`src/sv/glbp_pkg.sv`:
```
package glbp_pkg;

	// line store depth, largest frame width handled
	localparam int MAX_WIDTH = 2048;
	localparam int COL_W     = $clog2(MAX_WIDTH);
	localparam int WID_W     = $clog2(MAX_WIDTH + 1);

	// frame size registers and row counters
	localparam int DIM_W = 12;
	localparam int ROW_W = DIM_W + 1;
	localparam logic [DIM_W-1:0] FRAME_WIDTH_RESET  = DIM_W'(640);
	localparam logic [DIM_W-1:0] FRAME_HEIGHT_RESET = DIM_W'(480);

	// pixel data and gray conversion: floor(s / 3) as (s * 683) >> 11, exact for s < 2048
	localparam int PIX_W      = 8;
	localparam int SUM_W      = PIX_W + 2;
	localparam int PROD_W     = 2 * SUM_W;
	localparam int DIV3_MUL   = 683;
	localparam int DIV3_SHIFT = 11;

	// window and pattern
	localparam int WIN_N = 9;
	localparam int NB_N  = 8;

	// result queue
	localparam int QDEPTH = 4;
	localparam int QPTR_W = $clog2(QDEPTH);
	localparam int QCNT_W = $clog2(QDEPTH + 1);

	typedef enum logic [0:0] {
		REG_FRAME_WIDTH  = 1'b0,
		REG_FRAME_HEIGHT = 1'b1
	} cfg_reg_t;

	// where the new window column comes from
	typedef enum logic [1:0] {
		COL_PIXEL = 2'd0,
		COL_EDGE  = 2'd1,
		COL_ZERO  = 2'd2
	} col_mode_t;

	typedef struct packed {
		logic             kind;
		logic [PIX_W-1:0] red;
		logic [PIX_W-1:0] green;
		logic [PIX_W-1:0] blue;
	} pix_t;

	typedef struct packed {
		logic [NB_N-1:0]  lbp_code;
		logic [PIX_W-1:0] gray_level;
		logic             end_of_row;
		logic             end_of_frame;
	} lbp_t;

	typedef struct packed {
		logic emit;
		logic left_edge;
		logic end_of_row;
		logic end_of_frame;
	} out_info_t;

	typedef struct packed {
		logic             valid;
		col_mode_t        mode;
		logic [COL_W-1:0] addr;
		logic [PIX_W-1:0] gray;
		logic             top_from_mid;
		out_info_t        info;
	} ls_req_t;

	typedef struct packed {
		logic             valid;
		logic [PIX_W-1:0] top;
		logic [PIX_W-1:0] mid;
		logic [PIX_W-1:0] bot;
		out_info_t        info;
	} col_t;

	typedef struct packed {
		logic valid;
		lbp_t data;
	} lbp_push_t;

endpackage

```
`src/sv/glbp_out_fifo.sv`:
```
module glbp_out_fifo (
	input  logic                        clk,
	input  logic                        arst_n,
	input  glbp_pkg::lbp_push_t         push,
	input  logic                        pop,
	output logic [glbp_pkg::QCNT_W-1:0] count,
	output logic                        head_valid,
	output glbp_pkg::lbp_t              head
);
	import glbp_pkg::*;

	lbp_t              slot_q [QDEPTH];
	logic [QPTR_W-1:0] wr_ptr_q;
	logic [QPTR_W-1:0] rd_ptr_q;
	logic [QCNT_W-1:0] count_q;

	assign count      = count_q;
	assign head_valid = count_q != '0;
	assign head       = slot_q[rd_ptr_q];

	always_ff @(posedge clk) begin
		if (push.valid) begin
			slot_q[wr_ptr_q] <= push.data;
		end
	end

	always_ff @(posedge clk or negedge arst_n) begin
		if (!arst_n) begin
			wr_ptr_q <= '0;
			rd_ptr_q <= '0;
			count_q  <= '0;
		end else begin
			if (push.valid) begin
				wr_ptr_q <= wr_ptr_q + QPTR_W'(1);
			end
			if (pop) begin
				rd_ptr_q <= rd_ptr_q + QPTR_W'(1);
			end
			if (push.valid && !pop) begin
				count_q <= count_q + QCNT_W'(1);
			end else if (pop && !push.valid) begin
				count_q <= count_q - QCNT_W'(1);
			end
		end
	end

endmodule

```
`config.mk`:
```
export PLATFORM = sky130hd
export DESIGN_NAME = glbp_out_fifo
export DESIGN_NICKNAME = d
export VERILOG_FILES = /design/src/sv/glbp_pkg.sv /design/src/sv/glbp_out_fifo.sv
export SDC_FILE = /design/constraint.sdc
export NUM_CORES = 1
export LEC_CHECK = 0
export CAP_MARGIN = 25
export CELL_PAD_IN_SITES_DETAIL_PLACEMENT = 1
export CELL_PAD_IN_SITES_GLOBAL_PLACEMENT = 1
export CORE_ASPECT_RATIO = 0.9
export CORE_MARGIN = 2
export CORE_UTILIZATION = 54
export CTS_CLUSTER_DIAMETER = 40
export DETAILED_ROUTE_END_ITERATION = 10
export DONT_BUFFER_PORTS = 1
export HOLD_SLACK_MARGIN = 0.1
export PLACE_DENSITY_LB_ADDON = 0.1
export REMOVE_ABC_BUFFERS = 1
export SLEW_MARGIN = 40
export SYNTH_ARGS = -nofsm -noshare
export SYNTH_HDL_FRONTEND = slang
export SYNTH_SLANG_ARGS = --single-unit
```
`constraint.sdc`:
```
create_clock -name clk -period 2.1 [get_ports clk]
set_input_delay 0.315 -clock clk [delete_from_list [all_inputs] [get_ports clk]]
set_output_delay 0.315 -clock clk [all_outputs]
set_load 0.03 [all_outputs]
```
==> run summary <==
Critical Path Source -> rd_ptr_q[0]
CP Data Arrival Time -> 1600 ps
Total CTS buffers -> 9
Logic pwr share -> 32.3%
CP endpoint kind -> primary output
PortBufs -> 0
Hold Path Cell Cnt -> 2
Worst reg2reg path depth -> 4
Cells after DPL -> 201
Post-synthesis register bit count -> 79
Setup TNS -> 0 ps
Die Y -> 74.6 um
Critical path type -> reg2out
Final setup vio count -> 0
Reg clk slew, reported paths -> 70 ps
CTS Sinks -> 79
Post-synth top flop -> edfxtp_1
Flop pwr share -> 45.3%
Initial antenna violation count -> 0
Distinct cells, synth -> 17
Final Wtd Congestion -> 0.685
Initial Util -> 56.5%
Fin nets -> 194
Finished Layout Cells -> 237
First-pass GRT wire length -> 7.88 mm
Fin crit period -> 1910 ps
Routed wire length -> 5.04 mm
Clock network power share -> 22.4%
GR Overflow Total -> 0
DRC viols -> 0
CTS tree -> yes
Yosys warnings -> 0
Ratio of cells with drive above 1 in the final layout -> 25.3%
Seq/Total Area, Yosys -> 78.3%
Final core area utilization -> 66.8%
P_sw -> 1.72 mW
Die W -> 82.4 um
Fmax -> 523 MHz
Syn Area/Cell -> 23.5 sq um
Maxcap violations -> 0
Die ar. -> 0.00614 sq mm
EDFF count, synth -> 72
Final period utilization -> 91.0%
Largest net degree at the start of global routing -> 19
Post-CTS Setup Bufs -> 0
Vias per cell -> 5.41
Worst-Skew Late Latency -> 330 ps
Top cell type's share of synthesized area -> 72.4%
IO Count -> 44
Remaining antenna violation count -> 0
Pwr dens -> 1430 mW/mm^2
Placed Area -> 0.00312 sq mm
Max VDD drop -> 0.837 mV
Final slew viol count -> 0
WP data required -> 1780 ps
Top-count cell post-synth -> edfxtp_1
Power Total -> 5.04 mW
H-tree depth -> 3
Setup slack, reg-to-reg -> 580 ps
N_diodes -> 0
Net Sw Frac -> 34.0%
Internal -> 3.32 mW
Critical-path maximum fanout -> 9
HP Class -> in2reg
Synth area leader -> edfxtp_1
Final Hold Fails -> 0
First-pass DRT Iterations -> 4
CORE AREA -> 0.00529 sq mm
Initial drt markers -> 72
FFs w/ async S/R, synth -> 8.86%
GRT Util Overall -> 18.9%
Status -> completed
Vias -> 1283
Hpwl dp -> 3.29 mm
Top cells by area, synth -> edfxtp_1 72%, mux4_2 14%, dfrtp_1 5.9%, ha_1 2.1%, xor2_1 1.2%
RR Endpoint -> count[2]
Post-synth top cells -> 72 x edfxtp_1, 18 x mux4_2, 7 x dfrtp_1
Reg-to-Reg Start -> count[0]
Design area -> 0.00353 sq mm
Area grow syn2layout -> 18.2%
Setup Skew -> 5.40 ps
Worst-margin pin slew -> 505 ps
Worst setup path endpoint -> head[5]
Post-Syn Area -> 0.00299 sq mm
Clock root cell -> clkbuf_8
Relative slew slack -> 66.3%
Syn Inst Count -> 127
RSZ-0062 raised after global routing -> false
Cell Rows -> 25
FILL cells -> 444
Vias in the first global route -> 1444
Worst-case clock buffer depth -> 2
Routed wire per std cell -> 21.3 um
Crit start category -> flip-flop
Pleak -> 1.21 nW
-- power groups by stage --
stage                     Sequential, mW  Combinational (mW)  Clock (mW)
after floorplan                     2.38                1.16           0
after global placement              2.29                1.58           0
after detailed placement            2.32                1.62           0
after CTS                           2.29                1.67        1.16
after global routing                2.31                1.75        1.22
final                               2.28                1.63        1.13
-- registers in the layout (all words and copies together), names as in the netlist --
| signal | cells |
|---|---|
| wr_ptr_q | 2 |
| rd_ptr_q | 2 |
| count | 3 |
| slot_q | 72 |
-- cells in the final DEF, fill, tap and decap left out --
cell type      instances
edfxtp_1              72
dlygate4sd3_1         21
mux4_2                18
buf_4                 11
clkbuf_8               9
dfrtp_1                7
ha_1                   5
inv_1                  4
xor2_1                 4
and2_1                 3
clkinv_1               3
xnor2_1                2
nand2_1                2
bufinv_16              2
and2_2                 1
or3_1                  1
mux2_2                 1
o21ai_0                1
nor2_1                 1
fa_1                   1
clkinv_2               1
-- final cells by class --
class / count / area (sq um) / area share [%]
Inverter: 4 / 15.0 / 0.425
Tap cell: 67 / 83.8 / 2.38
Timing Repair Buffer: 32 / 293 / 8.29
Sequential cell: 79 / 2340 / 66.2
Multi-Input combinational cell: 40 / 601 / 17.0
Clock inverter: 6 / 76.3 / 2.16
Clock buffer: 9 / 124 / 3.51
-- layer usage --
| layer | vias to the layer above | GRT usage (%) | wire length, um |
|---|---|---|---|
| met2 | 38 | 29.5 | 2580 |
| met5 | - | 0 | 0 |
| met3 | 4 | 7.28 | 356 |
| met4 | 0 | 5.56 | 38 |
| li1 | 591 | - | - |
| met1 | 650 | 25.1 | 2060 |
-- critical path, cell delays in order, from the launching register on --
cell,delay (ps)
dfrtp_1,380
buf_4,230
mux4_2,650
-- worst min-delay path by stage --
stage	slack (ps)	start	endpoint
finish	150	pop	rd_ptr_q[1]
floorplan	20	arst_n	count[0]
global placement	20	arst_n	count[1]
detailed placement	20	arst_n	count[1]
CTS	140	pop	rd_ptr_q[1]
global route	140	pop	rd_ptr_q[1]
-- through the flow --
step | setup WS, ps | hold slack (ps)
CTS | 154 | 136
finish | 188 | 147
detailed placement | 529 | 19.7
global placement | 438 | 19.6
floorplan | 124 | 19.4
global route | 112 | 137
-- kinds of logic after synthesis --
family	count (synthesis)	synth area share [%]
flip-flops	79	78.3
adder cells (fa/ha/maj)	6	2.77
AO/OA/AOI/OAI	1	0.167
XOR/XNOR	6	1.76
buffers and inverters	8	1.68
AND/OR/NAND/NOR	8	1.42
multiplexers	19	14.0
-- timing repair --
item	CTS	global route
hold buffers	21	0
resized for setup	0	0
hold endpoints to repair	82	0
No activity file was read; power rests on OpenSTA's default activity.
