$ cat src/sv/glbp_pkg.sv
package glbp_pkg;

	// line store depth, largest frame width handled
	localparam int MAX_WIDTH = 2048;
	localparam int COL_W     = $clog2(MAX_WIDTH);
	localparam int WID_W     = $clog2(MAX_WIDTH + 1);

	// frame size registers and row counters
	localparam int DIM_W = 12;
	localparam int ROW_W = DIM_W + 1;
	localparam logic [DIM_W-1:0] FRAME_WIDTH_RESET  = DIM_W'(640);
	localparam logic [DIM_W-1:0] FRAME_HEIGHT_RESET = DIM_W'(480);

	// pixel data and gray conversion: floor(s / 3) as (s * 683) >> 11, exact for s < 2048
	localparam int PIX_W      = 8;
	localparam int SUM_W      = PIX_W + 2;
	localparam int PROD_W     = 2 * SUM_W;
	localparam int DIV3_MUL   = 683;
	localparam int DIV3_SHIFT = 11;

	// window and pattern
	localparam int WIN_N = 9;
	localparam int NB_N  = 8;

	// result queue
	localparam int QDEPTH = 4;
	localparam int QPTR_W = $clog2(QDEPTH);
	localparam int QCNT_W = $clog2(QDEPTH + 1);

	typedef enum logic [0:0] {
		REG_FRAME_WIDTH  = 1'b0,
		REG_FRAME_HEIGHT = 1'b1
	} cfg_reg_t;

	// where the new window column comes from
	typedef enum logic [1:0] {
		COL_PIXEL = 2'd0,
		COL_EDGE  = 2'd1,
		COL_ZERO  = 2'd2
	} col_mode_t;

	typedef struct packed {
		logic             kind;
		logic [PIX_W-1:0] red;
		logic [PIX_W-1:0] green;
		logic [PIX_W-1:0] blue;
	} pix_t;

	typedef struct packed {
		logic [NB_N-1:0]  lbp_code;
		logic [PIX_W-1:0] gray_level;
		logic             end_of_row;
		logic             end_of_frame;
	} lbp_t;

	typedef struct packed {
		logic emit;
		logic left_edge;
		logic end_of_row;
		logic end_of_frame;
	} out_info_t;

	typedef struct packed {
		logic             valid;
		col_mode_t        mode;
		logic [COL_W-1:0] addr;
		logic [PIX_W-1:0] gray;
		logic             top_from_mid;
		out_info_t        info;
	} ls_req_t;

	typedef struct packed {
		logic             valid;
		logic [PIX_W-1:0] top;
		logic [PIX_W-1:0] mid;
		logic [PIX_W-1:0] bot;
		out_info_t        info;
	} col_t;

	typedef struct packed {
		logic valid;
		lbp_t data;
	} lbp_push_t;

endpackage

$ cat src/sv/glbp_ctrl.sv
module glbp_ctrl (
	input  logic                       clk,
	input  logic                       arst_n,
	input  logic                       cfg_valid,
	input  glbp_pkg::cfg_reg_t         cfg_index,
	input  logic [glbp_pkg::DIM_W-1:0] cfg_data,
	input  logic                       pix_accept,
	input  glbp_pkg::pix_t             pix,
	output glbp_pkg::ls_req_t          req
);
	import glbp_pkg::*;

	logic [DIM_W-1:0]  frame_width_q;
	logic [DIM_W-1:0]  frame_height_q;
	logic [COL_W-1:0]  in_column_q;
	logic [ROW_W-1:0]  in_row_q;
	logic [COL_W-1:0]  out_column_q;
	logic [DIM_W-1:0]  out_row_q;

	logic [WID_W-1:0]  eff_w;
	logic [DIM_W-1:0]  eff_h;
	logic              draining;
	logic              step;
	logic              col_wrap;
	logic              emit;
	logic              eor;
	logic              eof;
	col_mode_t         mode;
	logic [SUM_W-1:0]  sum;
	logic [PROD_W-1:0] prod;

	always_comb begin
		if (frame_width_q == '0) begin
			eff_w = WID_W'(1);
		end else if (32'(frame_width_q) > MAX_WIDTH) begin
			eff_w = WID_W'(MAX_WIDTH);
		end else begin
			eff_w = WID_W'(frame_width_q);
		end
	end

	assign eff_h    = (frame_height_q == '0) ? DIM_W'(1) : frame_height_q;
	assign draining = in_row_q >= ROW_W'(eff_h);
	// drain ticks mid-frame are dropped
	assign step     = pix_accept && (draining || !pix.kind);
	assign col_wrap = (WID_W'(in_column_q) + WID_W'(1)) >= eff_w;
	assign emit     = (in_row_q > ROW_W'(1)) || ((in_row_q == ROW_W'(1)) && (in_column_q != '0));
	assign eor      = (WID_W'(out_column_q) + WID_W'(1)) >= eff_w;
	assign eof      = eor && ((out_row_q + DIM_W'(1)) >= eff_h);

	always_comb begin
		if (!draining) begin
			mode = COL_PIXEL;
		end else if (in_row_q == ROW_W'(eff_h)) begin
			mode = COL_EDGE;
		end else begin
			mode = COL_ZERO;
		end
	end

	assign sum  = SUM_W'(pix.red) + SUM_W'(pix.green) + SUM_W'(pix.blue);
	assign prod = PROD_W'(sum) * PROD_W'(DIV3_MUL);

	always_comb begin
		req.valid             = step;
		req.mode              = mode;
		req.addr              = in_column_q;
		req.gray              = PIX_W'(prod >> DIV3_SHIFT);
		req.top_from_mid      = in_row_q == ROW_W'(1);
		req.info.emit         = emit;
		req.info.left_edge    = out_column_q == '0;
		req.info.end_of_row   = eor;
		req.info.end_of_frame = eof;
	end

	always_ff @(posedge clk or negedge arst_n) begin
		if (!arst_n) begin
			frame_width_q  <= FRAME_WIDTH_RESET;
			frame_height_q <= FRAME_HEIGHT_RESET;
		end else if (cfg_valid) begin
			unique case (cfg_index)
				REG_FRAME_WIDTH:  frame_width_q  <= cfg_data;
				REG_FRAME_HEIGHT: frame_height_q <= cfg_data;
				default: ;
			endcase
		end
	end

	always_ff @(posedge clk or negedge arst_n) begin
		if (!arst_n) begin
			in_column_q  <= '0;
			in_row_q     <= '0;
			out_column_q <= '0;
			out_row_q    <= '0;
		end else if (step) begin
			if (col_wrap) begin
				in_column_q <= '0;
				in_row_q    <= in_row_q + ROW_W'(1);
			end else begin
				in_column_q <= in_column_q + COL_W'(1);
			end
			if (emit) begin
				if (eor) begin
					out_column_q <= '0;
					out_row_q    <= out_row_q + DIM_W'(1);
				end else begin
					out_column_q <= out_column_q + COL_W'(1);
				end
				if (eof) begin
					in_column_q  <= '0;
					in_row_q     <= '0;
					out_column_q <= '0;
					out_row_q    <= '0;
				end
			end
		end
	end

endmodule

$ cat config.mk
export PLATFORM = sky130hd
export DESIGN_NAME = glbp_ctrl
export DESIGN_NICKNAME = d
export VERILOG_FILES = /design/src/sv/glbp_pkg.sv /design/src/sv/glbp_ctrl.sv
export SDC_FILE = /design/constraint.sdc
export NUM_CORES = 1
export LEC_CHECK = 0
export ABC_AREA = 1
export BUFFER_PORTS_ARGS = -buffer_cell sky130_fd_sc_hd__buf_4
export CELL_PAD_IN_SITES_DETAIL_PLACEMENT = 1
export CELL_PAD_IN_SITES_GLOBAL_PLACEMENT = 1
export CORE_MARGIN = 4
export CORE_UTILIZATION = 36
export CTS_BUF_LIST = sky130_fd_sc_hd__clkbuf_16
export DETAILED_ROUTE_END_ITERATION = 8
export PLACE_DENSITY = 0.64
export SETUP_SLACK_MARGIN = 0.3
export SYNTH_ARGS = -nofsm -noshare
export SYNTH_HDL_FRONTEND = slang
export SYNTH_SLANG_ARGS = --single-unit
$ cat constraint.sdc
create_clock -name clk -period 14 [get_ports clk]
set_input_delay 4.2 -clock clk [delete_from_list [all_inputs] [get_ports clk]]
set_output_delay 4.2 -clock clk [all_outputs]
set_load 0.05 [all_outputs]
==> impl_metrics.json <==
{
  "numCtsBuffers": 9,
  "ys_seq_elements": 71,
  "grt_remaining_overflow": 0,
  "initial_util": 0.3646,
  "synth_most_common_cell": "nand2_1",
  "fp.dieArea_mm2": 0.02447,
  "ctsHtreeMaxLevel": 3,
  "worst_setup_path_end_kind": "output pin",
  "clk-insertion-delay-late_ps": 340,
  "number_of_global_route_vias_before_repair": 7862,
  "postCtsHoldBufs": 0,
  "finalHoldWorstSlack_ps": 493.2,
  "clock_sinks": 71,
  "edff_count_synth": 0,
  "die-width_um": 156.4,
  "core_area_mm2": 0.02176,
  "synth_top_cell_by_area": "dfrtp_1",
  "ctsRootBufferMaster": "clkbuf_16",
  "nFillCells": 2772,
  "globalRouteTotalUtil": 0.1980,
  "worst_ep_required_time_ps": 9800,
  "synth_fp_nets": 1307,
  "hpwlAfterDp_um": 18310,
  "post_drt_wl_per_cell_um": 15.73,
  "ys_seq_area_frac": 0.2249,
  "finalSetupViolations": 0,
  "multiInputGateArea_mm2": 0.005564,
  "critPathKind": "primary input to output pin",
  "startpoint_type": "primary input",
  "gp_congestion": 0.8282,
  "yosysWarnings": 0,
  "tns_ps": 0,
  "outcome": "complete, no violations",
  "vias_post_dr": 7234,
  "floorplan.io_pins": 69,
  "io_buffers": 68,
  "grt_antenna_before_repair": 0,
  "fmaxAchievable_mhz": 72.94,
  "synthDistinctLibCells": 40,
  "fin_crit_ps": 13710,
  "highest_net_fanout_along_the_worst_path": 4,
  "avgSynthCellArea_um2": 7.108,
  "floorplan.rows": 54,
  "rsz_0062_raised_after_global_routing": "true",
  "crit_slowest_cell": "fa_1",
  "drive_above_1_share": 0.1565,
  "slowest_delay_ps": 490,
  "n_antenna_cell": 0,
  "synthesis.area_mm2": 0.007933,
  "finish.cell_count_without_fillers": 1475,
  "avgViaCountPerCell": 4.904,
  "area.growth.synth_to_final_pct": 20.05,
  "worst_ep_arrival_time_ps": 9510,
  "clkSlewWorstSetupHoldPaths_ps": 60,
  "drc": 0,
  "final_max_slew_viol_count": 0,
  "fin_skew_ps": 5.636,
  "postSynth.topFlopCell": "dfrtp_1",
  "drt_iter0_markers": 212,
  "layout.area.seq_mm2": 0.001784,
  "first_pass_grt_wire_length_um": 39250,
  "numPlacedInstances": 1448,
  "total_count_of_hold_check_failures_in_the_final_report": 0,
  "postRouteAntennaNets": 0,
  "synthesis.instances": 1116,
  "detail_route.wirelength_um": 23210,
  "slew-limit-headroom": 0.3658,
  "timing.max_cap.violations": 0,
  "holdPathStages": 2,
  "post_synth_main_area_contributors": "dfrtp_1 (21%), ha_1 (19%), nand2_1 (16%)",
  "grt_start_max_net_pins": 72,
  "cts_tree": "yes",
  "synth.top_cells.by_count": "nand2_1 (335), inv_1 (205), ha_1 (119), nor2_1 (75), dfrtp_1 (65)",
  "min_path_type": "flop to flop",
  "number_of_cells_on_the_worst_reg_to_reg_path": 18,
  "tightestPinTransition_ps": 951.3,
  "drt_pre_antenna_iters": 4,
  "async_set_or_reset_register_ratio_after_synthesis": 1.000,
  "final_min_period_over_clock_period": 0.9793,
  "dieHeight_um": 156.4,
  "synthDominantCellAreaShare": 0.2050,
  "nNetsFinal": 1381,
  "cts.path.max_buffers": 2
}
-- cells by family after synthesis --
kind of cell / Yosys count / share of synthesized area
adders and majority gates: 149 / 0.2634
and+or+nand+nor: 535 / 0.2913
xor gates and xnor gates: 38 / 0.04196
buffers and inverters: 232 / 0.1164
DFF: 71 / 0.2249
AOI/OAI and AO/OA: 91 / 0.06199
-- per-layer routing --
layer | vias up | share of wire | global-route usage
met5 | - | 0 | 0
met4 | 0 | 0.014 | 0.04959
met3 | 27 | 0.026 | 0.01936
met2 | 83 | 0.51 | 0.3624
met1 | 3454 | 0.45 | 0.2495
li1 | 3670 | - | -
-- cells in the final DEF (no fill, tap or decap), types with 3 or more instances in the layout --
| cell type | instances |
|---|---|
| nand4_1 | 38 |
| buf_6 | 8 |
| bufinv_16 | 3 |
| o21ai_1 | 4 |
| o21ai_0 | 39 |
| nor2_2 | 6 |
| nor4_1 | 4 |
| fa_1 | 29 |
| xnor2_1 | 7 |
| nand2_4 | 3 |
| inv_2 | 12 |
| nand3_1 | 45 |
| dfrtp_1 | 65 |
| a21o_1 | 7 |
| clkbuf_16 | 9 |
| xor2_1 | 28 |
| nand2_1 | 325 |
| nor3_1 | 12 |
| a21oi_1 | 23 |
| o21ai_2 | 3 |
| nor2_1 | 69 |
| a21oi_2 | 7 |
| ha_4 | 10 |
| ha_1 | 107 |
| buf_4 | 78 |
| dfstp_2 | 6 |
| inv_1 | 195 |
| and2_1 | 3 |
| nand2_2 | 10 |
| nor2_4 | 7 |
-- state kept, by name, indices dropped and copies added, names as in the netlist --
name and count:
in_row_q 13, frame_width_q 12, out_column_q 11, frame_height_q 12, in_column_q 11, out_row_q 12
-- critical path: cells and delay by family --
kind | cells | cell delay, ps
compound gates | 1 | 120
xor+xnor | 1 | 200
fa+ha+maj | 9 | 3310
buf+inv | 10 | 690
simple gates | 10 | 990
-- metrics by stage --
stage	setup slack [ps]	cell area, µm²	utilization
after floorplan	315.2	7940	-
after detailed placement	-133.2	8722	0.4009
final	289.8	9523	0.4377
after global placement	15.65	8722	0.4009
after global routing	69.63	9523	0.4377
after CTS	270.2	9315	0.4282
-- final cells by class --
| cell class | count | area share |
|---|---|---|
| multi-input combinational | 813 | 0.5843 |
| timing repair buffer | 88 | 0.07463 |
| inverter | 207 | 0.08159 |
| clock buffer | 9 | 0.02365 |
| sequential | 71 | 0.1874 |
| tap | 280 | 0.03679 |
| clock inverter | 7 | 0.01169 |
-- path summary, 6_finish.rpt --
path,slack [ps],to,start
worst max-delay path,290,req[12],pix[1]
worst max register to register,9880,in_column_q[1],in_column_q[0]
worst min-delay path,490,frame_height_q[4],frame_height_q[4]
max in group asynchronous,9380,in_row_q[10],arst_n
worst min register to register,490,frame_height_q[4],frame_height_q[4]
min in group asynchronous,3980,out_row_q[4],arst_n
-- what timing repair did --
| action | CTS | global route |
|---|---|---|
| endpoints found under the setup margin | 8 | 8 |
| pin swaps | 24 | 14 |
| buffers inserted | 8 | 3 |
| cloned | 0 | 0 |
| gates resized for setup | 43 | 44 |
| endpoints found under the hold margin | 0 | 0 |
Power is not shown: default switching activity piles up to over one toggle a cycle in this logic, so the estimate is an artifact.
