**src/sv/glbp_pkg.sv**
```systemverilog
package glbp_pkg;

	// line store depth, largest frame width handled
	localparam int MAX_WIDTH = 2048;
	localparam int COL_W     = $clog2(MAX_WIDTH);
	localparam int WID_W     = $clog2(MAX_WIDTH + 1);

	// frame size registers and row counters
	localparam int DIM_W = 12;
	localparam int ROW_W = DIM_W + 1;
	localparam logic [DIM_W-1:0] FRAME_WIDTH_RESET  = DIM_W'(640);
	localparam logic [DIM_W-1:0] FRAME_HEIGHT_RESET = DIM_W'(480);

	// pixel data and gray conversion: floor(s / 3) as (s * 683) >> 11, exact for s < 2048
	localparam int PIX_W      = 8;
	localparam int SUM_W      = PIX_W + 2;
	localparam int PROD_W     = 2 * SUM_W;
	localparam int DIV3_MUL   = 683;
	localparam int DIV3_SHIFT = 11;

	// window and pattern
	localparam int WIN_N = 9;
	localparam int NB_N  = 8;

	// result queue
	localparam int QDEPTH = 4;
	localparam int QPTR_W = $clog2(QDEPTH);
	localparam int QCNT_W = $clog2(QDEPTH + 1);

	typedef enum logic [0:0] {
		REG_FRAME_WIDTH  = 1'b0,
		REG_FRAME_HEIGHT = 1'b1
	} cfg_reg_t;

	// where the new window column comes from
	typedef enum logic [1:0] {
		COL_PIXEL = 2'd0,
		COL_EDGE  = 2'd1,
		COL_ZERO  = 2'd2
	} col_mode_t;

	typedef struct packed {
		logic             kind;
		logic [PIX_W-1:0] red;
		logic [PIX_W-1:0] green;
		logic [PIX_W-1:0] blue;
	} pix_t;

	typedef struct packed {
		logic [NB_N-1:0]  lbp_code;
		logic [PIX_W-1:0] gray_level;
		logic             end_of_row;
		logic             end_of_frame;
	} lbp_t;

	typedef struct packed {
		logic emit;
		logic left_edge;
		logic end_of_row;
		logic end_of_frame;
	} out_info_t;

	typedef struct packed {
		logic             valid;
		col_mode_t        mode;
		logic [COL_W-1:0] addr;
		logic [PIX_W-1:0] gray;
		logic             top_from_mid;
		out_info_t        info;
	} ls_req_t;

	typedef struct packed {
		logic             valid;
		logic [PIX_W-1:0] top;
		logic [PIX_W-1:0] mid;
		logic [PIX_W-1:0] bot;
		out_info_t        info;
	} col_t;

	typedef struct packed {
		logic valid;
		lbp_t data;
	} lbp_push_t;

endpackage

```
**src/sv/glbp_window.sv**
```systemverilog
module glbp_window (
	input  logic                clk,
	input  logic                arst_n,
	input  glbp_pkg::col_t      col,
	output glbp_pkg::lbp_push_t push
);
	import glbp_pkg::*;

	logic [PIX_W-1:0] win_q [WIN_N];
	logic [PIX_W-1:0] win_d [WIN_N];
	logic [PIX_W-1:0] nb    [NB_N];
	logic [NB_N-1:0]  code;

	always_comb begin
		for (int r = 0; r < 3; r++) begin
			win_d[r*3]     = win_q[r*3 + 1];
			win_d[r*3 + 1] = win_q[r*3 + 2];
		end
		win_d[2] = col.top;
		win_d[5] = col.mid;
		win_d[8] = col.bot;
	end

	// edge columns replicate the centre column
	always_comb begin
		nb[0] = col.info.left_edge  ? win_d[1] : win_d[0];
		nb[1] = win_d[1];
		nb[2] = col.info.end_of_row ? win_d[1] : win_d[2];
		nb[3] = col.info.end_of_row ? win_d[4] : win_d[5];
		nb[4] = col.info.end_of_row ? win_d[7] : win_d[8];
		nb[5] = win_d[7];
		nb[6] = col.info.left_edge  ? win_d[7] : win_d[6];
		nb[7] = col.info.left_edge  ? win_d[4] : win_d[3];
		for (int i = 0; i < NB_N; i++) begin
			code[i] = nb[i] >= win_d[4];
		end
	end

	always_ff @(posedge clk or negedge arst_n) begin
		if (!arst_n) begin
			for (int k = 0; k < WIN_N; k++) begin
				win_q[k] <= '0;
			end
		end else if (col.valid) begin
			win_q <= win_d;
		end
	end

	always_comb begin
		push.valid             = col.valid && col.info.emit;
		push.data.lbp_code     = code;
		push.data.gray_level   = win_d[4];
		push.data.end_of_row   = col.info.end_of_row;
		push.data.end_of_frame = col.info.end_of_frame;
	end

endmodule

```
**config.mk**
```make
export PLATFORM = sky130hd
export DESIGN_NAME = glbp_window
export DESIGN_NICKNAME = d
export VERILOG_FILES = /design/src/sv/glbp_pkg.sv /design/src/sv/glbp_window.sv
export SDC_FILE = /design/constraint.sdc
export NUM_CORES = 1
export LEC_CHECK = 0
export ABC_AREA = 1
export BUFFER_PORTS_ARGS = -buffer_cell sky130_fd_sc_hd__buf_2
export CORE_MARGIN = 4
export CORE_UTILIZATION = 64
export DETAILED_ROUTE_END_ITERATION = 10
export GPL_TIMING_DRIVEN = 0
export HOLD_SLACK_MARGIN = 0.08
export PLACE_DENSITY = 0.87
export SYNTH_ARGS = -nofsm -noshare
export SYNTH_HDL_FRONTEND = slang
export SYNTH_SLANG_ARGS = --single-unit
```
**constraint.sdc**
```tcl
create_clock -name clk -period 3.9 [get_ports clk]
set_input_delay 0.39 -clock clk [delete_from_list [all_inputs] [get_ports clk]]
set_output_delay 0.39 -clock clk [all_outputs]
set_load 0.02 [all_outputs]
```
==> load_flow_metrics.sql, run 1 <==
INSERT INTO impl_metrics (metric_group, metric, value, unit) VALUES
('run_status', 'outcome', 'complete, no violations', ''),
('synth', 'post_synthesis_cell_area', '3920', 'µm²'),
('cells_and_area', 'layout.nets', '688', ''),
('grt', 'antenna_violations_before_repair', '0', ''),
('sta', 'hold_violations', '0', ''),
('clocking', 'cts-buffers-inserted', '5', ''),
('placed_design', 'hpwlAfterDp', '7298', 'µm'),
('power_and_ir_drop', 'p_per_area', '347.3', 'nW/µm²'),
('synth', 'synth.distinct_cells', '18', ''),
('synth', 'sequential_area_share_after_synthesis', '30.64', '%'),
('die', 'die-area', '7441', 'µm²'),
('clocking', 'htreeDepth', '2', ''),
('sta', 'fin_worst_skew', '0.003700', 'ns'),
('synth', 'ys_ff_latch', '48', ''),
('clocking', 'tritoncts_num_sinks', '48', ''),
('synth', 'cell_count_after_synthesis', '541', ''),
('grt', 'grt-ovfl-total', '0', ''),
('placed_design', 'gpl.final_weighted_congestion', '0.8269', ''),
('synth', 'synthArstFlopShare', '100.0', '%'),
('sta', 'setup_repair_after_global_routing_missed_its_margin', 'false', ''),
('synth', 'synth_top_cell_area_share', '30.64', '%'),
('sta', 'maxSlewViolCount', '0', ''),
('routing', 'num_vias', '3740', ''),
('clocking', 'clk_latency', '0.30', 'ns'),
('power_and_ir_drop', 'sw_ratio', '36.65', '%'),
('synth', 'synth_warnings', '0', ''),
('synth', 'cell_type_with_the_largest_total_area_after_synthesis', 'sky130_fd_sc_hd__dfrtp_1', ''),
('die', 'dieWidth', '86.26', 'µm'),
('critical_path', 'timing.critical_path.fanout_max', '10', ''),
('die', 'number_of_cell_rows', '28', ''),
('sta', 'max_slew.worst_pin.slew', '1.092', 'ns'),
('cells_and_area', 'filler_cell_count', '497', ''),
('critical_path', 'worstPathRequired', '3.51', 'ns'),
('routing', 'routed_via_density', '5.590', ''),
('grt', 'grt_pass1_wl', '16840', 'µm'),
('sta', 'period_minus_slack', '2.529', 'ns'),
('synth', 'synth_area_per_cell', '7.246', 'µm²'),
('power_and_ir_drop', 'p_sw', '0.5538', 'mW'),
('critical_path', 'critical_path.endpoint_type', 'primary output', ''),
('min_path', 'hold_path.class', 'input pin to async pin', ''),
('critical_path', 'crit_path_cells', 'inv_1 > ha_1 > a21oi_1 > nor2_1 > nor2_1 > nand3_1 > buf_2', ''),
('cells_and_area', 'layout.cells.non_filler', '669', ''),
('routing', 'ant_nets', '0', ''),
('clocking', 'cts-hold-fix-buffers', '0', ''),
('placed_design', 'placedCellCount', '661', ''),
('job', 'maxCapViolCount', '0', ''),
('routing', 'drt_initial_violations', '190', ''),
('grt', 'total_routing_resource_utilization_after_global_routing', '28.55', '%'),
('critical_path', 'cp_slowest_stage_delay', '0.44', 'ns'),
('die', 'die_ht', '86.26', 'µm'),
('routing', 'route.final.wire_length', '9743', 'µm'),
('grt', 'vias_in_the_first_global_route', '3679', ''),
('critical_path', 'worst_path_max_delay_cell', 'sky130_fd_sc_hd__inv_1', ''),
('die', 'floorplan.initialDensity', '66.21', '%'),
('critical_path', 'critical-path-top-cell-by-count', 'sky130_fd_sc_hd__nor2_1', ''),
('routing', 'route.detailed.wl_per_inst', '14.56', 'µm'),
('power_and_ir_drop', 'clock_power_share', '24.0', '%'),
('power_and_ir_drop', 'vdd_ir_drop_max', '219.6', 'µV'),
('cells_and_area', 'synthToLayoutAreaGrowth', '10.98', '%'),
('clocking', 'clkSlewWorstSetupHoldPaths', '0.09', 'ns'),
('routing', 'remaining_drc_errors', '0', ''),
('synth', 'synth_enable_flop_cells', '0', ''),
('routing', 'dr.pass1.iters', '5', ''),
('synth', 'synth_common_cells', 'sky130_fd_sc_hd__nand2_1 (151), sky130_fd_sc_hd__inv_1 (77), sky130_fd_sc_hd__ha_1 (64)', ''),
('critical_path', 'timing.critical_path.from_type', 'register', ''),
('grt', 'grt_start_max_net_pins', '49', ''),
('clocking', 'max-clock-path-buffers', '2', ''),
('synth', 'postSynthNetCount', '636', ''),
('clocking', 'cts_setup_buffers', '0', ''),
('sta', 'setup-tns-final', '0', 'ns'),
('clocking', 'cts-root-buf', 'sky130_fd_sc_hd__clkbuf_8', '');
power groups by stage:
stage | Combinational (mW) | Sequential, mW | Clock [mW]
2_1_floorplan | 0.405 | 0.581 | 0
3_3_place_gp | 0.526 | 0.589 | 0
3_5_place_dp | 0.560 | 0.592 | 0
4_1_cts | 0.566 | 0.583 | 0.368
5_1_grt | 0.655 | 0.591 | 0.388
6_report | 0.565 | 0.584 | 0.363
cell usage in the layout, fill, tap and decap left out:
cell type                    Yosys  routed
sky130_fd_sc_hd__nand4_1         1       1
sky130_fd_sc_hd__o21ai_1        28      28
sky130_fd_sc_hd__inv_1          77      77
sky130_fd_sc_hd__a21oi_1        40      40
sky130_fd_sc_hd__clkbuf_1        1       1
sky130_fd_sc_hd__a21o_1          1       1
sky130_fd_sc_hd__buf_2          10      55
sky130_fd_sc_hd__dfrtp_1        48      48
sky130_fd_sc_hd__clkinv_2        0       1
sky130_fd_sc_hd__buf_8           1       1
sky130_fd_sc_hd__clkinvlp_4      0       1
sky130_fd_sc_hd__clkbuf_8        0       5
sky130_fd_sc_hd__nand3_1         8       8
sky130_fd_sc_hd__o21ai_2         2       2
sky130_fd_sc_hd__buf_6           6       6
sky130_fd_sc_hd__nand2_1       151     151
sky130_fd_sc_hd__ha_1           64      64
sky130_fd_sc_hd__o21ai_0        42      42
sky130_fd_sc_hd__nor2_1         41      41
sky130_fd_sc_hd__bufinv_16       0       1
sky130_fd_sc_hd__buf_4          13      13
sky130_fd_sc_hd__o21a_1          7       7
final timing paths:
kind                       slack [ns]       from        end  cells past startpoint
setup / recovery                 1.37    push[7]   push[10]                      7
hold / removal                   0.28     arst_n    push[5]                      1
setup reg to reg                 2.74    push[6]    push[6]                      2
hold reg to reg                  0.51  win_d[69]  win_d[69]                      2
max in group asynchronous        2.95     arst_n     nb[54]                      1
min in group clk                 0.30     col[9]     nb[21]                      3
routing by layer:
layer	GRT usage [%]	routed length [µm]	vias to the layer above
li1	-	-	1833
met1	36.23	4090	1747
met2	47.72	4634	130
met3	5.133	625	30
met4	12.61	392	0
met5	0	0	-
final cells by class:
type                       count  area [µm²]  area share (%)
inverter                      77       289.0           6.644
buffer                        31       234.0           5.378
tap                           75       93.84           2.157
multi-input combinational    385        2196           50.47
clock inverter                 3       42.54          0.9779
sequential                    48        1201           27.61
timing repair buffer          45       225.2           5.177
clock buffer                   5       68.82           1.582
registers in the layout, summed over array words and instances, names as in the netlist:
| signal | cells |
|---|---|
| win_d | 24 |
| nb | 16 |
| push | 8 |
cell families (layout without fill, tap and decap cells):
group | Yosys count | in the layout | synth area share, %
flip-flops | 48 | 48 | 30.64
adder cells (fa/ha/maj) | 64 | 64 | 20.43
AO/OA/AOI/OAI | 120 | 120 | 16.02
AND/OR/NAND/NOR | 201 | 201 | 19.57
buffers and inverters | 108 | 161 | 13.34
metrics by stage:
step	hold WS [ns]	utilization (%)	total power [mW]	area [µm²]
floorplan	0.09441	-	0.9867	3920
global placement	0.4824	71.60	1.115	4239
detailed placement	0.4928	71.60	1.152	4239
CTS	0.2983	73.48	1.516	4350
global route	0.3069	73.48	1.634	4350
finish	0.2759	73.48	1.511	4350
Note: power is estimated with default switching activity, not from simulation.
==> run 2, diff against run 1 <==
ABC_AREA = 0   (was 1)
CORE_UTILIZATION = 59   (was 64)
PLACE_DENSITY = 0.81   (was 0.87)
clock period = 2.6 ns   (was 3.9 ns; I/O delays follow)
==> run 2 against run 1 <==
Net effect: utilization fell by 2.2 points; global-route usage shrank 4.9 points; synthesized area is 3.7% lower; final cell count decreased by 31%; wire length fell by 13%; clock power increased by 52%; via count shrank 26%; clock skew up 0.0043 ns; sequential power up 57%.
==> load_flow_metrics.sql, run 2 <==
INSERT INTO impl_metrics (metric_group, metric, value, unit) VALUES
('clocking', 'tritoncts_clock_tree', 'yes', ''),
('routing', 'routed_via_density', '6.000', ''),
('sta', 'period_minus_slack', '2.557', 'ns'),
('run_status', 'outcome', 'complete, no violations', ''),
('job', 'maxCapViolCount', '0', ''),
('synth', 'synth.distinct_cells', '18', ''),
('critical_path', 'worst_r2r_path_depth', '2', ''),
('sta', 'setup_viol_count_final', '0', ''),
('clocking', 'cts-hold-fix-buffers', '0', ''),
('cells_and_area', 'multi_input_area', '2382', 'µm²'),
('clocking', 'max-clock-path-buffers', '2', ''),
('cells_and_area', 'layout.nets', '479', ''),
('cells_and_area', 'filler_cell_count', '452', ''),
('synth', 'post_synthesis_cell_area', '3776', 'µm²'),
('cells_and_area', 'layout.cells.non_filler', '460', ''),
('die', 'dieWidth', '88', 'µm'),
('synth', 'sequential_area_share_after_synthesis', '31.81', '%'),
('critical_path', 'timing.critical_path.fanout_max', '6', ''),
('routing', 'drt_initial_violations', '114', ''),
('synth', 'synth_flop_cell', 'sky130_fd_sc_hd__dfrtp_1', ''),
('sta', 'layout_worst_path_cycle_share', '98.36', '%'),
('grt', 'grt_pass1_wl', '14160', 'µm'),
('synth', 'ys_ff_latch', '48', ''),
('placed_design', 'placedCellCount', '441', ''),
('clocking', 'cts-buffers-inserted', '5', ''),
('die', 'die_ht', '88', 'µm'),
('min_path', 'hold_path.class', 'input pin to async pin', ''),
('critical_path', 'worstPathRequired', '2.34', 'ns'),
('synth', 'synthArstFlopShare', '100.0', '%'),
('clocking', 'clkSlewWorstSetupHoldPaths', '0.09', 'ns'),
('synth', 'most_common_cell_in_the_netlist', 'sky130_fd_sc_hd__mux2_2', ''),
('grt', 'grt_start_max_net_pins', '49', ''),
('synth', 'cell_type_with_the_largest_total_area_after_synthesis', 'sky130_fd_sc_hd__dfrtp_1', ''),
('power_and_ir_drop', 'clock_power_share', '23.4', '%'),
('power_and_ir_drop', 'leakage', '2.204', 'nW'),
('die', 'floorplan.initialDensity', '62.30', '%'),
('clocking', 'cts-root-buf', 'sky130_fd_sc_hd__clkbuf_8', ''),
('critical_path', 'regToRegEndpoint', 'push[5]', ''),
('power_and_ir_drop', 'total_power', '2.357', 'mW'),
('routing', 'route.detailed.wl_per_inst', '18.52', 'µm'),
('critical_path', 'timing.critical_path.from_type', 'register', ''),
('clocking', 'clk_latency', '0.30', 'ns'),
('cells_and_area', 'most_common_cell_after_layout_fill_and_taps_aside', 'sky130_fd_sc_hd__mux2_2', ''),
('placed_design', 'buffer_ports.inserted', '45', ''),
('grt', 'grt-ovfl-total', '0', ''),
('cells_and_area', 'mostFrequentLayoutCells', 'sky130_fd_sc_hd__mux2_2 (71), sky130_fd_sc_hd__ha_1 (64), sky130_fd_sc_hd__buf_2 (51)', ''),
('synth', 'synth_area_per_cell', '11.76', 'µm²'),
('sta', 'fin_worst_skew', '0.007961', 'ns'),
('die', 'die-area', '7744', 'µm²'),
('power_and_ir_drop', 'combinationalPowerShare', '37.6', '%'),
('synth', 'synth_enable_flop_cells', '0', ''),
('power_and_ir_drop', 'sw_ratio', '33.26', '%'),
('sta', 'achievable-frequency', '391.0', 'MHz'),
('power_and_ir_drop', 'vdd_ir_drop_max', '329.7', 'µV'),
('routing', 'ant_nets', '0', ''),
('critical_path', 'critical_path.endpoint', 'push[17]', ''),
('power_and_ir_drop', 'internal_power', '1.573', 'mW'),
('synth', 'cell_count_after_synthesis', '321', ''),
('synth', 'synth_common_cells', 'sky130_fd_sc_hd__mux2_2 (71), sky130_fd_sc_hd__ha_1 (64), sky130_fd_sc_hd__dfrtp_1 (48)', ''),
('critical_path', 'worst-setup-path-type', 'register to primary output', ''),
('placed_design', 'hpwlAfterDp', '6235', 'µm'),
('routing', 'remaining_drc_errors', '0', ''),
('grt', 'total_routing_resource_utilization_after_global_routing', '23.63', '%'),
('clocking', 'htreeDepth', '2', ''),
('die', 'top_level_ports', '50', ''),
('sta', 'maxSlewViolCount', '0', ''),
('routing', 'route.final.wire_length', '8518', 'µm'),
('sta', 'relSlewSlack', '28.15', '%'),
('cells_and_area', 'fraction_of_layout_instances_using_a_drive_strength_above_1', '44.94', '%'),
('die', 'core_area', '6061', 'µm²'),
('clocking', 'tritoncts_num_sinks', '48', ''),
('cells_and_area', 'seqCellArea', '1204', 'µm²'),
('power_and_ir_drop', 'p_per_area', '545.5', 'nW/µm²'),
('synth', 'synth_warnings', '0', ''),
('power_and_ir_drop', 'power.share.sequential', '39.0', '%'),
('die', 'number_of_cell_rows', '28', ''),
('routing', 'num_vias', '2760', ''),
('synth', 'netlist_top_cells_area', 'sky130_fd_sc_hd__dfrtp_1 (32%), sky130_fd_sc_hd__ha_1 (21%), sky130_fd_sc_hd__mux2_2 (21%)', ''),
('cells_and_area', 'antenna_cells_inserted', '0', ''),
('grt', 'antenna_violations_before_repair', '0', ''),
('sta', 'max_slew.worst_pin.slew', '1.078', 'ns'),
('grt', 'vias_in_the_first_global_route', '2932', ''),
('critical_path', 'ff2ff_setup_slack', '1.56', 'ns'),
('critical_path', 'critical_path.endpoint_type', 'primary output', ''),
('synth', 'synth_top_cell_area_share', '31.81', '%'),
('synth', 'postSynthNetCount', '416', ''),
('sta', 'hold_violations', '0', ''),
('placed_design', 'gpl.final_weighted_congestion', '0.8286', ''),
('cells_and_area', 'synthToLayoutAreaGrowth', '14.45', '%'),
('critical_path', 'crit_path_start', 'push[8]', ''),
('critical_path', 'reg_to_reg_critical_path_startpoint', 'push[5]', ''),
('routing', 'dr.pass1.iters', '4', ''),
('critical_path', 'worst_path_arrival', '2.30', 'ns'),
('power_and_ir_drop', 'p_sw', '0.7840', 'mW'),
('cells_and_area', 'largest_register_ffs', '24', '');
-- run 2: cell types whose count changed after synthesis, sizes merged, moves of 7 or more --
cell,change
a21o,+23
a21oi,-40
a221oi,+8
a31oi,+8
and3,+8
buf,-8
inv,-68
mux2,+81
nand2,-142
nand2b,+8
nor2,-41
o21a,-7
o21ai,-55
-- run 2: what timing repair did --
item                       CTS  global route
gates resized for setup      0             7
setup buffers                0            11
setup endpoints to repair    0             2
-- run 2: logic make-up (layout without fill, tap and decap cells) --
group / after synthesis / count (layout) / share of synthesized area [%]
adder cells (fa/ha/maj): 64 / 64 / 21.21
AO/OA/AOI/OAI: 57 / 57 / 10.21
flip-flops: 48 / 48 / 31.81
buffers and inverters: 31 / 95 / 5.268
multiplexers: 87 / 87 / 26.74
AND/OR/NAND/NOR: 34 / 34 / 4.772
-- run 2: layout make-up --
cell class / count / share of cell area, %
inverters: 9 / 1.129
clock buffers: 6 / 1.679
flip-flops and latches: 48 / 27.85
repair buffers: 56 / 7.412
multi-input cells: 242 / 55.12
plain buffers: 22 / 3.822
clock inverters: 2 / 0.8107
well taps: 75 / 2.171
-- run 2: routing by layer --
layer	track usage [%]	vias up	routed length, µm
met5	0	-	0
met4	9.066	0	233
met3	3.763	22	416
met2	40.62	90	4148
met1	29.73	1333	3719
li1	-	1315	-
-- run 2: worst min-delay path by stage --
stage | depth (start not counted) | from | to
2_1_floorplan | 0 | arst_n | nb[16]
3_3_place_gp | 3 | col[17] | push[7]
3_5_place_dp | 3 | col[13] | push[3]
4_1_cts | 3 | col[20] | nb[48]
5_1_grt | 3 | col[19] | push[9]
6_report | 1 | arst_n | nb[19]
-- run 2: power groups by stage --
stage / Combinational, mW / Sequential, mW / Clock (mW)
3_5_place_dp: 0.841 / 0.927 / 0
6_report: 0.887 / 0.918 / 0.552
4_1_cts: 0.849 / 0.914 / 0.557
2_1_floorplan: 0.617 / 0.901 / 0
5_1_grt: 0.996 / 0.932 / 0.583
3_3_place_gp: 0.790 / 0.921 / 0
-- run 2: critical path, cell delays in order, from the launching register on --
cell	delay (ns)
sky130_fd_sc_hd__dfrtp_2	0.43
sky130_fd_sc_hd__clkinvlp_4	0.18
sky130_fd_sc_hd__buf_4	0.17
sky130_fd_sc_hd__ha_1	0.30
sky130_fd_sc_hd__a21o_1	0.21
sky130_fd_sc_hd__a221oi_1	0.36
sky130_fd_sc_hd__o21ai_0	0.16
sky130_fd_sc_hd__buf_2	0.19
-- run 2: metrics by stage --
| stage | util, % | setup TNS, ns | worst slack [ns] | instance area (µm²) | hold slack, ns |
|---|---|---|---|---|---|
| 2_1_floorplan | - | 0 | 0.4174 | 3776 | -0.03559 |
| 3_3_place_gp | 67.57 | 0 | 0.2906 | 4095 | 0.4792 |
| 3_5_place_dp | 67.57 | 0 | 0.2196 | 4095 | 0.4872 |
| 4_1_cts | 69.34 | 0 | 0.08056 | 4203 | 0.1684 |
| 5_1_grt | 71.30 | -0.08262 | -0.08262 | 4322 | 0.1882 |
| 6_report | 71.30 | 0 | 0.04268 | 4322 | 0.1496 |
